### src/tmvp_pkg.sv
`timescale 1ns / 1ps
// ----------------------------------------------------------------------------
// tmvp_pkg
// Shared types and constants of the tridiagonal matrix-vector product block.
// ----------------------------------------------------------------------------
package tmvp_pkg;

   localparam int MAX_ROWS    = 1024;
   localparam int ADDR_W      = $clog2(MAX_ROWS);
   localparam int ROW_W       = 10;
   localparam int LEN_W       = 11;
   localparam int COEF_W      = 16;
   localparam int VAL_W       = 32;
   localparam int SUM_W       = 34;
   localparam int QUEUE_DEPTH = 4;
   localparam int QPTR_W      = $clog2(QUEUE_DEPTH);

   localparam int REQ_DATA_W  = 112;
   localparam int RSP_DATA_W  = 48;
   localparam int CSR_IDX_W   = 2;

   localparam logic [CSR_IDX_W-1:0] CSR_LENGTH     = 2'd0;
   localparam logic [CSR_IDX_W-1:0] CSR_TRANSPOSE  = 2'd1;
   localparam logic [CSR_IDX_W-1:0] CSR_ACCUMULATE = 2'd2;

   localparam logic CMD_LOAD   = 1'b0;
   localparam logic CMD_VECTOR = 1'b1;

   typedef struct packed {
      logic [LEN_W-1:0] vector_length;
      logic             transpose_mode;
      logic             accumulate_mode;
   } cfg_type;

   // One operation for the back end: a table row write or one result row.
   // For a write, d0/d1/d2 are sub/main/super; otherwise left/centre/right.
   typedef struct packed {
      logic                     is_write;
      logic [ROW_W-1:0]         row;
      logic signed [COEF_W-1:0] d0;
      logic signed [COEF_W-1:0] d1;
      logic signed [COEF_W-1:0] d2;
      logic signed [VAL_W-1:0]  prior;
      logic                     has_left;
      logic                     has_right;
      logic                     last;
   } job_type;

endpackage

### src/tmvp_queue.sv
`timescale 1ns / 1ps
// ----------------------------------------------------------------------------
// tmvp_queue
// Short job FIFO decoupling the front end from the back end.
// ----------------------------------------------------------------------------
module tmvp_queue (
   input  logic              clock,
   input  logic              reset,
   input  logic              push_valid,
   output logic              push_ready,
   input  tmvp_pkg::job_type push_data,
   output logic              pop_valid,
   input  logic              pop_ready,
   output tmvp_pkg::job_type pop_data
);
   import tmvp_pkg::*;

   job_type             entry_ff [QUEUE_DEPTH];
   logic [QPTR_W-1:0]   wr_ptr_ff, wr_ptr_in, rd_ptr_ff, rd_ptr_in;
   logic [QPTR_W:0]     count_ff, count_in;
   logic                do_push, do_pop;

   assign push_ready = (count_ff != (QPTR_W+1)'(QUEUE_DEPTH));
   assign pop_valid  = (count_ff != '0);
   assign pop_data   = entry_ff[rd_ptr_ff];
   assign do_push    = push_valid && push_ready;
   assign do_pop     = pop_valid && pop_ready;

   always_comb begin
      wr_ptr_in = do_push ? wr_ptr_ff + QPTR_W'(1) : wr_ptr_ff;
      rd_ptr_in = do_pop  ? rd_ptr_ff + QPTR_W'(1) : rd_ptr_ff;
      count_in  = count_ff;
      if (do_push && !do_pop) begin
         count_in = count_ff + (QPTR_W+1)'(1);
      end else if (do_pop && !do_push) begin
         count_in = count_ff - (QPTR_W+1)'(1);
      end
   end

   always_ff @(posedge clock) begin
      if (reset) begin
         wr_ptr_ff <= '0;
         rd_ptr_ff <= '0;
         count_ff  <= '0;
      end else begin
         wr_ptr_ff <= wr_ptr_in;
         rd_ptr_ff <= rd_ptr_in;
         count_ff  <= count_in;
      end
      if (do_push) begin
         entry_ff[wr_ptr_ff] <= push_data;
      end
   end

endmodule

### config.mk
export PLATFORM = sky130hd
export DESIGN_NAME = tmvp_queue
export DESIGN_NICKNAME = d
export VERILOG_FILES = /design/src/tmvp_pkg.sv /design/src/tmvp_queue.sv
export SDC_FILE = /design/constraint.sdc
export NUM_CORES = 1
export LEC_CHECK = 0
export ABC_AREA = 0
export CAP_MARGIN = 20
export CORE_MARGIN = 3
export CORE_UTILIZATION = 59
export DETAILED_ROUTE_END_ITERATION = 10
export DONT_BUFFER_PORTS = 1
export PLACE_DENSITY_LB_ADDON = 0.3
export REMOVE_ABC_BUFFERS = 1
export SLEW_MARGIN = 20
export SYNTH_ARGS = -nofsm -noshare
export SYNTH_HDL_FRONTEND = slang
export SYNTH_SLANG_ARGS = --single-unit
### constraint.sdc
create_clock -name clock -period 4.6 [get_ports clock]
set_input_delay 0.46 -clock clock [delete_from_list [all_inputs] [get_ports clock]]
set_output_delay 0.46 -clock clock [all_outputs]
set_load 0.02 [all_outputs]
Yosys cells after proc, flatten, opt, wreduce, memory -nomap -nowiden:

Memory sizes are Yosys's and may differ from the RTL's. A register that Yosys moved wholly into a read port is not among the register bits.
Cells that the tools add are included.
Widths: inputs -> output; s select.

* add/subtract/negate cells: 4
* equal/unequal tests: 1
* multiplexer cells: 6
* reduce and logical (&&, ||, !) cells: 8

Operator list (count)
* $mux 3: 2
* $add 2x1->2 const B: 2
* $logic_and 1x1->1: 4
* $mux 2: 2
* $add 3x1->3 const B: 1
* $ne 3x3->1 const B: 1
* $reduce_bool 3->1: 1
* $sub 3x1->3 const B: 1
* $logic_not 1->1: 2
* $mux 1: 2
* $reduce_bool 2->1: 1

* flip-flop bits (word level): 7
* bits in writable memories: 376
* output and inout port bits: 96
* word-level logic and storage cells: 23
* memories kept: 1

Memories
* entry_ff: depth 4, width 94, rd ports 1, clocked after Yosys merged registers in 1, write ports 1, RTL line tmvp_queue.sv:18 `job_type entry_ff [QUEUE_DEPTH];`

Depth between registers and ports, before layout:

* depth after elaboration: 6
* depth in mapped cells: 8
* depth with buffers taken out: 8

Worst setup path before layout:

OpenSTA, ideal clock, no wires.

* path kind: register -> register
* start point: register count_ff[0]
* end point: memory entry_ff[0][0] (netlist name) (enable)
* arrival time: 2.983 ns
* slack: 1.153 ns
* cell stages (with the launch flop): 4
* buffers on the path: 0
* period minus slack after synthesis: 3.447 ns
* cells stage by stage: dfxtp_1 > nor2_1 > a21boi_2 > and2_1

* longest elaborated chain between the ends: 4

RTL lines
* start: declaration: RTL line tmvp_queue.sv:20 `logic [QPTR_W:0] count_ff, count_in;`
* start signal: assignment: RTL line tmvp_queue.sv:48 `count_ff <= count_in;`
* $ne 3x3->1: RTL line tmvp_queue.sv:23 `assign push_ready = (count_ff != (QPTR_W+1)'(QUEUE_DEPTH));`
* $logic_and 1x1->1: RTL line tmvp_queue.sv:26 `assign do_push = push_valid && push_ready;`
* via do_push: RTL line tmvp_queue.sv:21 `logic do_push, do_pop;`
* $mux 1: RTL line tmvp_queue.sv:50 `if (do_push) begin`
* $mux 1 (not written as such): RTL line tmvp_queue.sv:51 `entry_ff[wr_ptr_ff] <= push_data;`
* end: declaration: RTL line tmvp_queue.sv:18

The timed path passes the listed nets, and every way through them passes these cells.

==> flow_summary.json <==
{
  "status": "completed",
  "max_freq_mhz": 330,
  "io_pins": 194,
  "layout_commonest_cell": "edfxtp_1",
  "drc_errors": 0,
  "dp.cells": 841,
  "p_comb_share_pct": 20.2,
  "fin_util_pct": 67.7,
  "drt_iter0_drc": 375,
  "hpwl_mm": 14.7,
  "initial_core_util_pct": 61.1,
  "drive_gt1_share_pct": 27.6,
  "grt_overflow_total": 0,
  "switching_power_uw": 2590,
  "mostFrequentLayoutCells": "edfxtp_1, mux4_2, clkbuf_16",
  "synth_area_um2": 14100,
  "start_kind": "flip-flop",
  "max_slew_margin_pct": 27.8,
  "routabilityCongestion": 0.759,
  "coreArea_um2": 23100,
  "hold_path_class": "in -> reg",
  "max_cap_viol_count": 0,
  "swShare_pct": 27.7,
  "irDropWorstVdd_uv": 490,
  "ys_warn_count": 0,
  "power.share.clock_pct": 32.0,
  "vias": 5576,
  "worstSetupEndpointType": "output port",
  "die_area_um2": 25800,
  "leakagePower_uw": 0.00483,
  "diodes": 0,
  "grt_antenna_before_repair": 0,
  "critical_path_class": "reg -> out",
  "wl_per_cell_um": 27.1,
  "die_h_um": 161,
  "rr_worst_depth": 4,
  "setup_viol": 0,
  "skew_ns": 0.0121,
  "grt_max_degree": 71,
  "period_needed_ns": 3.03,
  "nets": 675,
  "power.density_nw_per_um2": 601,
  "synthCells": 539,
  "routed_via_density": 6.12,
  "syn2layout_area_growth_pct": 10.8,
  "ant_nets": 0,
  "worstMarginPinSlew_ns": 1.08,
  "ys_types": 25,
  "power.internal_uw": 6780,
  "root_buffer": "clkbuf_16",
  "cts.clk_slew.worst_paths_ns": 0.06,
  "min_period_over_period_pct": 65.9,
  "clkLatencyLatePin_ns": 0.51,
  "finalWirelength_mm": 24.7,
  "maxSlewViolCount": 0,
  "hold_depth": 1,
  "ctsHtreeMaxLevel": 2,
  "worstPathArrival_ns": 2.57,
  "numPortBuffers": 0,
  "finalHoldViolCount": 0,
  "drt_first_pass_iters": 5,
  "sequentialPowerShare_pct": 47.8,
  "rsz0062_at_grt": "no",
  "ys_seq_area_share_pct": 81.4,
  "syn_area_per_cell_um2": 26.1,
  "std_cell_rows": 55,
  "grt_pass1_vias": 6179,
  "cts_tree": "built",
  "numCtsBuffers": 40,
  "cts_sinks": 385,
  "grt_pass1_wl_mm": 37.8,
  "layout.cells.non_filler": 911,
  "clk_path_buf_depth": 3,
  "cp_max_fo": 70,
  "critPathRequiredTime_ns": 4.14,
  "ys_ff_latch": 385,
  "grt_usage_pct": 19.6,
  "die_w_um": 161
}
==> cell families after synthesis <==
| logic type | share of synthesized area, % |
|---|---|
| buf+inv | 1.67 |
| fa+ha+maj | 0.586 |
| simple gates | 0.595 |
| flops | 81.4 |
| xor+xnor | 0.249 |
| mux | 15.2 |
| compound gates | 0.266 |
==> synth_stat cells <==
master    count  area, um^2
o21ai_0       1        5.00
mux2_2        1        11.3
mux4_2       94        2120
dfxtp_1       9         180
clkbuf_1      1        3.75
buf_6         1        11.3
buf_4         3        22.5
nor2_1        8        30.0
fa_1          1        20.0
or3_1         2        12.5
buf_1         3        11.3
nand2_1       1        3.75
inv_1         3        11.3
edfxtp_1    376       11300
xor2_1        4        35.0
a21oi_1       1        5.00
mux2i_1       2        20.0
nand2b_1      2        12.5
o31ai_1       1        7.51
ha_1          5        62.6
and2_1        4        25.0
buf_2         7        35.0
o311ai_0      1        8.76
a21boi_2      1        11.3
buf_12        7         140
==> power by group through the flow <==
stage | Clock (uW) | Combinational [uW] | Sequential [uW]
floorplan | 0 | 1540 | 4620
global placement | 0 | 1900 | 4540
detailed placement | 0 | 1920 | 4570
CTS | 3060 | 1940 | 4500
global route | 3220 | 2000 | 4530
finish | 3000 | 1890 | 4490
==> layout make-up <==
class                   count  area, um^2
multi-input cells         129        2400
well taps                 313         392
flip-flops and latches    385       11500
repair buffers             12         105
fillers                  1405        7440
clock buffers              48        1050
clock inverters            21         174
inverters                   3        11.3
==> timing repair <==
| action | CTS | global route |
|---|---|---|
| buffers inserted | 0 | 0 |
| gates resized for setup | 0 | 0 |
| hold buffers | 1 | 0 |
| endpoints found under the hold margin | 4 | 0 |
==> flip-flops by register name, indices dropped and copies added (netlist names), named ones only <==
register   count
rd_ptr_ff      2
entry_ff     376
wr_ptr_ff      2
count_ff       3
==> per-layer routing <==
| metal | share of wire [%] | GRT usage (%) | routed length, um |
|---|---|---|---|
| met5 | 0 | 0 | 0 |
| met4 | 2.2 | 6.00 | 531 |
| met3 | 11 | 8.67 | 2750 |
| met2 | 50 | 31.8 | 12400 |
| met1 | 36 | 24.1 | 8960 |
==> through the flow <==
step	area (um^2)	total power, uW	worst slack [ns]	hold slack (ns)	setup TNS [ns]
after CTS	15600	9500	1.49	0.000598	0
after global placement	14400	6440	2.06	0.491	0
after detailed placement	14400	6490	2.04	0.523	0
after global routing	15600	9750	1.40	0.00485	0
final	15600	9380	1.57	0.0214	0
after floorplan	13900	6160	-0.514	0.481	-48.30
==> worst max-delay path: stages, from the launching register on <==
cell and delay [ns]:
dfxtp_4 1.00, buf_4 0.48, mux4_2 0.45
==> path summary, 6_finish.rpt <==
path	end	startpoint	slack [ns]
worst max-delay path	pop_data[73]	flip-flop	1.57
worst min-delay path	count_ff[0]	reset	0.02
worst max register to register	entry_ff[2][40]	count_ff[0]	2.12
worst min register to register	flip-flop	rd_ptr_ff[0]	0.53
Power figures use the tool's default switching activity.
